**src/hw/rtl/assert_macros.svh**
```systemverilog
// Assertion helpers used by the queue top level.
`ifndef ASSERT_MACROS_SVH
`define ASSERT_MACROS_SVH

// Same-cycle implication, disabled while reset is held.
`define SPQ_ASSERT_IMPLY(label, clk, rst_n, ante, cons) \
  label: assert property (@(posedge clk) disable iff (!rst_n) (ante) |-> (cons)) \
    else $error("spq assertion failed");

// Next-cycle implication, disabled while reset is held.
`define SPQ_ASSERT_NEXT(label, clk, rst_n, ante, cons) \
  label: assert property (@(posedge clk) disable iff (!rst_n) (ante) |=> (cons)) \
    else $error("spq assertion failed");

`endif

```
**src/hw/rtl/spq_pkg.sv**
```systemverilog
`default_nettype none
package spq_pkg;

  localparam int VALUE_W = 32;
  localparam int PRIO_W  = 16;
  localparam int OCC_W   = 5;

  typedef enum logic {
    OP_INSERT = 1'b0,
    OP_REMOVE = 1'b1
  } op_t;

  typedef enum logic [1:0] {
    STATUS_DONE  = 2'd0,
    STATUS_EMPTY = 2'd1,
    STATUS_FULL  = 2'd2
  } status_t;

  localparam logic signed [VALUE_W-1:0] EMPTY_VALUE = -32'sd1;

  typedef struct packed {
    op_t                        operation;
    logic signed [VALUE_W-1:0]  item_value;
    logic signed [PRIO_W-1:0]   item_priority;
  } in_item_t;

  typedef struct packed {
    logic signed [VALUE_W-1:0]  result_value;
    status_t                    status;
    logic [OCC_W-1:0]           occupancy;
  } out_item_t;

  // Command broadcast to every cell of the row.
  typedef struct packed {
    logic                       insert;
    logic                       remove;
    logic signed [VALUE_W-1:0]  new_value;
    logic signed [PRIO_W-1:0]   new_prio;
  } cell_cmd_t;

endpackage
`default_nettype wire

```
**src/hw/rtl/spq_cell.sv**
```systemverilog
`default_nettype none
module spq_cell (
  input  wire logic                              clk,
  input  wire spq_pkg::cell_cmd_t                cmd,
  input  wire logic                              occupied,
  input  wire logic                              left_keep,
  input  wire logic signed [spq_pkg::VALUE_W-1:0] left_value,
  input  wire logic signed [spq_pkg::PRIO_W-1:0]  left_prio,
  input  wire logic signed [spq_pkg::VALUE_W-1:0] right_value,
  input  wire logic signed [spq_pkg::PRIO_W-1:0]  right_prio,
  output logic                                   keep,
  output logic signed [spq_pkg::VALUE_W-1:0]     value,
  output logic signed [spq_pkg::PRIO_W-1:0]      prio
);
  import spq_pkg::*;

  logic signed [VALUE_W-1:0] value_r, value_nxt;
  logic signed [PRIO_W-1:0]  prio_r, prio_nxt;

  // On an insert, an occupied entry stays put when it sorts at or ahead of the new item.
  assign keep  = occupied && (prio_r <= cmd.new_prio);
  assign value = value_r;
  assign prio  = prio_r;

  always_comb begin
    value_nxt = value_r;
    prio_nxt  = prio_r;
    if (cmd.insert && !keep) begin
      if (left_keep) begin
        value_nxt = cmd.new_value;
        prio_nxt  = cmd.new_prio;
      end else begin
        value_nxt = left_value;
        prio_nxt  = left_prio;
      end
    end else if (cmd.remove) begin
      value_nxt = right_value;
      prio_nxt  = right_prio;
    end
  end

  always_ff @(posedge clk) begin
    value_r <= value_nxt;
    prio_r  <= prio_nxt;
  end

endmodule
`default_nettype wire

```
**src/hw/rtl/sorted_priority_queue_top.sv**
```systemverilog
`default_nettype none
// Sorted priority queue: CAPACITY entries kept in ascending priority order,
// lower priority number served first, equal priorities in arrival order.
//
// Input channel: an item is taken on a rising edge with start high and busy
// low. in_item.operation selects insert (value and priority are stored) or
// remove (head entry is returned). busy stays low: the block takes one item
// in every cycle.
//
// Result channel: out_valid pulses for one cycle, in the cycle after the item
// was taken, with out_item carrying the removed value (-1 on an empty queue,
// 0 for inserts), the status code and the occupancy after the operation.
// Throughput is 1 item per cycle, set by the row of cells: every cell
// compares its priority with the new one and loads its own entry, its left
// or right neighbor's, or the new item in the same cycle.
//
// The receiver cannot stall; each result is shown exactly once.
// Reset empties the queue (entry count to zero) and drops any pending strobe;
// cell contents are not cleared and never reach a result beyond the count.
module sorted_priority_queue_top #(
  parameter int CAPACITY = 16
) (
  input  wire logic                clk,
  input  wire logic                rst_n,
  input  wire logic                start,
  output logic                     busy,
  input  wire spq_pkg::in_item_t   in_item,
  output logic                     out_valid,
  output spq_pkg::out_item_t       out_item
);
  import spq_pkg::*;

`include "assert_macros.svh"

  localparam int CNT_W = $clog2(CAPACITY + 1);

  logic [CNT_W-1:0] count_r, count_nxt;
  logic             out_valid_r;
  out_item_t        out_item_r, out_item_nxt;

  logic                       accept;
  logic                       is_full;
  logic                       is_empty;
  cell_cmd_t                  cmd;

  logic                       keeps [CAPACITY];
  logic signed [VALUE_W-1:0]  vals  [CAPACITY];
  logic signed [PRIO_W-1:0]   prios [CAPACITY];

  assign busy     = 1'b0;
  assign accept   = start && !busy;
  assign is_full  = (count_r == CNT_W'(CAPACITY));
  assign is_empty = (count_r == '0);

  // Broadcast the command; drop inserts on full and removes on empty.
  always_comb begin
    cmd.insert    = accept && (in_item.operation == OP_INSERT) && !is_full;
    cmd.remove    = accept && (in_item.operation == OP_REMOVE) && !is_empty;
    cmd.new_value = in_item.item_value;
    cmd.new_prio  = in_item.item_priority;
  end

  // Row of cells, head at index 0.
  for (genvar i = 0; i < CAPACITY; i++) begin : g_cell
    logic                      left_keep;
    logic signed [VALUE_W-1:0] left_value;
    logic signed [PRIO_W-1:0]  left_prio;
    logic signed [VALUE_W-1:0] right_value;
    logic signed [PRIO_W-1:0]  right_prio;

    if (i == 0) begin : g_head
      // Nothing sorts ahead of the head: it takes the new item directly.
      assign left_keep  = 1'b1;
      assign left_value = '0;
      assign left_prio  = '0;
    end else begin : g_body
      assign left_keep  = keeps[i-1];
      assign left_value = vals[i-1];
      assign left_prio  = prios[i-1];
    end

    if (i == CAPACITY - 1) begin : g_tail
      assign right_value = '0;
      assign right_prio  = '0;
    end else begin : g_inner
      assign right_value = vals[i+1];
      assign right_prio  = prios[i+1];
    end

    spq_cell u_cell (
      .clk         (clk),
      .cmd         (cmd),
      .occupied    (CNT_W'(i) < count_r),
      .left_keep   (left_keep),
      .left_value  (left_value),
      .left_prio   (left_prio),
      .right_value (right_value),
      .right_prio  (right_prio),
      .keep        (keeps[i]),
      .value       (vals[i]),
      .prio        (prios[i])
    );
  end

  // Advance the count and build the result of this item.
  always_comb begin
    count_nxt = count_r;
    if (cmd.insert) begin
      count_nxt = count_r + CNT_W'(1);
    end else if (cmd.remove) begin
      count_nxt = count_r - CNT_W'(1);
    end

    out_item_nxt.result_value = '0;
    out_item_nxt.status       = STATUS_DONE;
    out_item_nxt.occupancy    = OCC_W'(count_nxt);
    case (in_item.operation)
      OP_INSERT: begin
        if (is_full) begin
          out_item_nxt.status = STATUS_FULL;
        end
      end
      OP_REMOVE: begin
        if (is_empty) begin
          out_item_nxt.result_value = EMPTY_VALUE;
          out_item_nxt.status       = STATUS_EMPTY;
        end else begin
          out_item_nxt.result_value = vals[0];
        end
      end
      default: begin
        out_item_nxt.status = STATUS_DONE;
      end
    endcase
  end

  always_ff @(posedge clk) begin
    if (!rst_n) begin
      count_r     <= '0;
      out_valid_r <= 1'b0;
    end else begin
      count_r     <= count_nxt;
      out_valid_r <= accept;
    end
  end

  // Hold the result payload for its strobe cycle.
  always_ff @(posedge clk) begin
    if (accept) begin
      out_item_r <= out_item_nxt;
    end
  end

  assign out_valid = out_valid_r;
  assign out_item  = out_item_r;

  `SPQ_ASSERT_IMPLY(a_count_bound, clk, rst_n, 1'b1, count_r <= CNT_W'(CAPACITY))
  `SPQ_ASSERT_NEXT(a_result_follows, clk, rst_n, accept, out_valid)
  `SPQ_ASSERT_NEXT(a_insert_grows, clk, rst_n,
    accept && (in_item.operation == OP_INSERT) && !is_full,
    count_r == $past(count_r) + CNT_W'(1))
  `SPQ_ASSERT_IMPLY(a_full_flag, clk, rst_n,
    out_valid && (out_item.status == STATUS_FULL), is_full)

endmodule
`default_nettype wire
```
**config.mk**
```make
export PLATFORM = sky130hd
export DESIGN_NAME = sorted_priority_queue_top
export DESIGN_NICKNAME = d
export VERILOG_FILES = /design/src/hw/rtl/spq_pkg.sv /design/src/hw/rtl/spq_cell.sv /design/src/hw/rtl/sorted_priority_queue_top.sv
export VERILOG_INCLUDE_DIRS = /design/src /design/src/hw/rtl
export SDC_FILE = /design/constraint.sdc
export NUM_CORES = 2
export LEC_CHECK = 0
export ABC_AREA = 1
export BUFFER_PORTS_ARGS = -buffer_cell sky130_fd_sc_hd__buf_4
export CAP_MARGIN = 10
export CORE_ASPECT_RATIO = 1.25
export CORE_MARGIN = 3
export CORE_UTILIZATION = 40
export DETAILED_ROUTE_END_ITERATION = 7
export GPL_ROUTABILITY_DRIVEN = 0
export GPL_TIMING_DRIVEN = 1
export SETUP_SLACK_MARGIN = 0.02
export SLEW_MARGIN = 20
export SYNTH_ARGS = -nofsm -noshare
export SYNTH_HDL_FRONTEND = slang
export SYNTH_SLANG_ARGS = --single-unit
```
**constraint.sdc**
```tcl
create_clock -name clk -period 5 [get_ports clk]
set_clock_uncertainty 0.15 [all_clocks]
set_input_delay 0.5 -clock clk [delete_from_list [all_inputs] [get_ports clk]]
set_output_delay 0.5 -clock clk [all_outputs]
set_load 0.005 [all_outputs]
```
==> impl_summary.md <==
Clock network
CTS placed an instance of sky130_fd_sc_hd__clkbuf_16 at the clock tree root. The number of buffers on the longest clock path is 3. The total number of H-tree levels is 3. The source-to-sink clock delay at the later pin of the worst-skew pair is about 0.68 ns. Gates resized during post-CTS repair numbered 0. After clock tree synthesis, the clock-pin slew on the worst setup and hold paths is 0.06 ns. The clock drives about 810 sinks.

The total clock buffers created by CTS is 85. The TritonCTS clock tree is done.

Timing
The final worst setup slack is 0.7253 ns. The relative slew slack is a little over a quarter. The number of hold-slack violations in the final timing report is 0. Setup repair after global routing left no endpoint under its margin. The worst hold-check slack is roughly 0.19 ns. The setup TNS is 0 ns. The total count of max-transition violations in the final report is 0. Based on the critical path, the design can be clocked at up to 0.2339 GHz. The routed design could run at a clock period as short as around 4.3 ns. Dividing the final minimum period by the clock period gives between 80% and 90%. The transition time at the pin with the least slew margin is around 1.1 ns. The total of endpoints with negative setup slack in the final report is 0.

Routing
The routed design uses approximately 9400 um of met3 wire. The number of DRC violations after detailed-routing iteration 0 is between 3000 and 4000. After detailed routing, the wire length on met1 is between 60000 and 70000 um. Wire segments on met2 add up to roughly 76000 um in the final route. The routed wire length is 158500 um. The count of vias placed by the detailed router is around 44000.

Using the TritonRoute via totals, the vias-per-cell ratio works out to about 5.2. For this run, design rule violations remaining after detail routing come to 0. The pre-antenna-repair detailed-routing pass consisted of 5 iterations. In the final routed layout, each cell accounts on average for approximately 19 um. The highest routing layer actually used is met4. The number of nets with antenna violations after routing is 0.

Power
Of the total power, combinational logic draws between 20 and 30%. The clock network is responsible for roughly 29% of the overall power. The analysis attributes to net switching a power of around 7.6 mW. The proportion of power drawn by flip-flops and latches is between 40% and 50%. The internal power of the cells totals between 10 and 15 mW.

The worst-case IR drop observed on VDD is 0.2875 mV. The leakage power summed over all cells is ~27 nW. The power density relative to cell area is between 300 and 400 nW/um^2. The switching power as a share of total power is a little over a third.

Worst setup path
The critical path is of the flip-flop to flip-flop type. The cell count of the worst reg-to-reg path is 9. Counting stages on the worst path, the most repeated cell is sky130_fd_sc_hd__inv_2. The launch point of the critical path is count_r[1]. The dominant delay contributor by cell family on the critical path is buffers and inverters.

The register-to-register setup slack is 0.73 ns. The critical path goes through inv_2, ha_1, nand3_1, nand3_2, inv_2, nand2_2, inv_2, nand2_1, nand2_1. The required arrival time at the worst endpoint is 5.40 ns.

STA classifies the critical path endpoint as a flip-flop. In this run the worst path has a maximum fanout of between 40 and 50. The slowest cell on the critical path is sky130_fd_sc_hd__inv_2. The worst flop-to-flop path startpoint is count_r[1]. The kind of start point of the critical path is a flip-flop. The arrival time reported for the critical path endpoint is 4.68 ns. The stage delay of the slowest cell on the critical path is slightly below 0.9 ns. The worst reg2reg path endpoint is g_cell[2].u_cell.value[16]. The number of buffers and inverters on the critical path is 3.

Logic synthesis
The number of instances in the synthesized netlist is 6740. After Yosys synthesis, XOR and XNOR cells account for less than 1% of the synthesized area. The post-synthesis net count is a little over 7000. The number of different library cells in the post-synthesis netlist is 34. The largest family of logic cells by synthesized area is simple AND/OR/NAND/NOR gates. Summing the areas of all compound-gate instances in the mapped netlist gives under 10% of the synthesized area. The count of yosys warnings during synthesis is 0. The share of synthesized cell area in and, or, nand and nor gates is 37.26%. The sequential fraction of the synthesis area is between 40% and 50%. The mean cell area of the mapped netlist is between 7 and 8 sq um. Multiplexer cells account for 0% of the synthesized area. The post-synthesis share of cell area spent on full adders, half adders and majority gates is under 10%.

The cell area after technology mapping is between 50000 and 60000 sq um. In this run, synthesis produced a sequential element count of 813.

Floorplan
The number of top-level pins is 93. In this run the core area contains approximately 150 standard-cell rows. The starting density of the core is approximately two fifths.

The core region is 125400 sq um. The width of the die is between 300 and 400 um. The die boundary height is a little over 400 um.

The floorplan die area is 131000 sq um.

Global route
The number of antenna violations at the first check in global routing is 5. The total global routing overflow is 0. The first-pass GRT wire length is about 250000 um. The pin count of the biggest net entering global routing is between 50 and 60.

The number of global-route vias before repair came to approximately 43000. For this run, the total global-route usage over all layers was measured as around a quarter.

Finish
Cells with a size suffix above 1 make up 6.081% of the layout. The multi-input logic area is about 24000 sq um. In the final design database the tool counted a little under 7000 nets. The count of fill cells added during filler insertion is approximately 13000.

Compared with the post-synthesis result, the final layout area differs by 9.923%. Cells fill between 40% and 50% of the core in the end. The area taken by flip-flops and latches is about 24000 sq um. The commonest non-fill, non-tap cell in the layout is sky130_fd_sc_hd__nand2_1. In the layout the commonest cells are 3751 x sky130_fd_sc_hd__nand2_1, 827 x sky130_fd_sc_hd__nand3_1, 807 x sky130_fd_sc_hd__edfxtp_1.

Run status
The flow ran to the end, and the final reports show no timing, DRC or antenna violations.

Hold path
For hold timing, the worst endpoint is out_item[6]. The type of the most critical hold path is input pin to flip-flop. The startpoint of the most critical hold path is in_item[48]. The worst hold path was traced through 2 stages.

Placement
Summed over all nets, the half-perimeter wirelength after detailed placement is 113600 um. In this run the tool buffered the top-level ports with 91 buffer cells. The worst setup slack after placement is around 0.68 ns.

Flow run
The tool flagged a number of max-cap violations equal to 0.
per-stage QoR:
step                cells  cell area [sq um]  total power, mW
finish               8371              55680            21.63
detailed placement   8209              53010            15.44
global placement     8209              53010            15.35
floorplan            6740              50650            13.41
global route         8371              55680            22.80
CTS                  8367              55670            21.72
cell usage after synthesis, drive strengths merged:
master / count / area, sq um
edfxtp: 807 / 24230
conb: 1 / 3.750
o31ai: 1 / 12.51
a41oi: 2 / 25.03
a22o: 1 / 8.760
dfxtp: 6 / 120.1
ha: 259 / 3241
a211oi: 2 / 15.01
xor2: 3 / 26.28
inv: 250 / 938.4
buf: 183 / 925.9
nor3: 11 / 55.05
a21o: 15 / 112.6
clkbuf: 258 / 968.4
o21a: 2 / 15.01
nand4: 16 / 100.1
or2: 1 / 6.260
nand3: 840 / 4214
o21bai: 4 / 30.03
nor2: 81 / 311.6
a31oi: 2 / 12.51
nand2: 3777 / 14180
nor4: 1 / 6.260
a21oi: 143 / 715.7
o21ai: 74 / 374.1
cell families (layout without fill, tap and decap cells):
logic type | count (synthesis) | after routing
AO/OA/AOI/OAI | 246 | 246
XOR/XNOR | 3 | 3
adder cells (fa/ha/maj) | 259 | 259
buffers and inverters | 691 | 628
flip-flops | 813 | 813
other | 1 | 5
AND/OR/NAND/NOR | 4727 | 4727
per-layer routing:
layer  GRT usage [%]  up-vias
met4           9.484        0
met3           2.721      290
met5               0        -
met1           30.68    20210
met2           41.00     1463
li1                -    21630
power by group through the flow:
| stage | sequential [mW] | combinational [mW] | clock [mW] |
|---|---|---|---|
| floorplan | 9.48 | 3.92 | 0 |
| global placement | 9.65 | 5.69 | 0 |
| detailed placement | 9.68 | 5.76 | 0 |
| CTS | 9.54 | 5.77 | 6.40 |
| global route | 9.65 | 6.52 | 6.63 |
| finish | 9.55 | 5.80 | 6.28 |
worst register-to-register path, delay by kind of cell, from the launching register on:
family        cells  cell delay [ns]
flops             1             0.54
simple gates      5             1.42
fa+ha+maj         1             0.27
buf+inv           3             1.76
layout make-up:
type | count | share of cell area [%]
Sequential cell | 813 | 43.74
Multi-Input combinational cell | 5236 | 42.57
Clock buffer | 112 | 4.184
Tap cell | 1690 | 3.798
Timing Repair Buffer | 221 | 3.434
Inverter | 250 | 1.685
Clock inverter | 45 | 0.5730
Antenna cell | 4 | 0.01798
how the worst max path moves through the flow:
stage	end	slack, ns	depth (start not counted)
2_1_floorplan	g_cell[2].u_cell.prio[0]	1.05	14
3_3_place_gp	g_cell[12].u_cell.value[13]	0.72	13
3_5_place_dp	g_cell[12].u_cell.value[13]	0.68	13
4_1_cts	g_cell[2].u_cell.value[16]	0.82	9
5_1_grt	g_cell[2].u_cell.value[16]	0.56	9
6_report	g_cell[2].u_cell.value[16]	0.73	9
state kept, by name, summed over array words and instances, names as in the netlist:
name,flops
count_r,5
out_item,39
g_cell.u_cell.prio,256
g_cell.u_cell.value,512
out_valid,1
repair_timing:
action                    in CTS  in global routing
hold buffers                   1                  0
hold endpoints to repair       1                  0
setup buffers                  0                  0
Power figures use the tool's default switching activity.
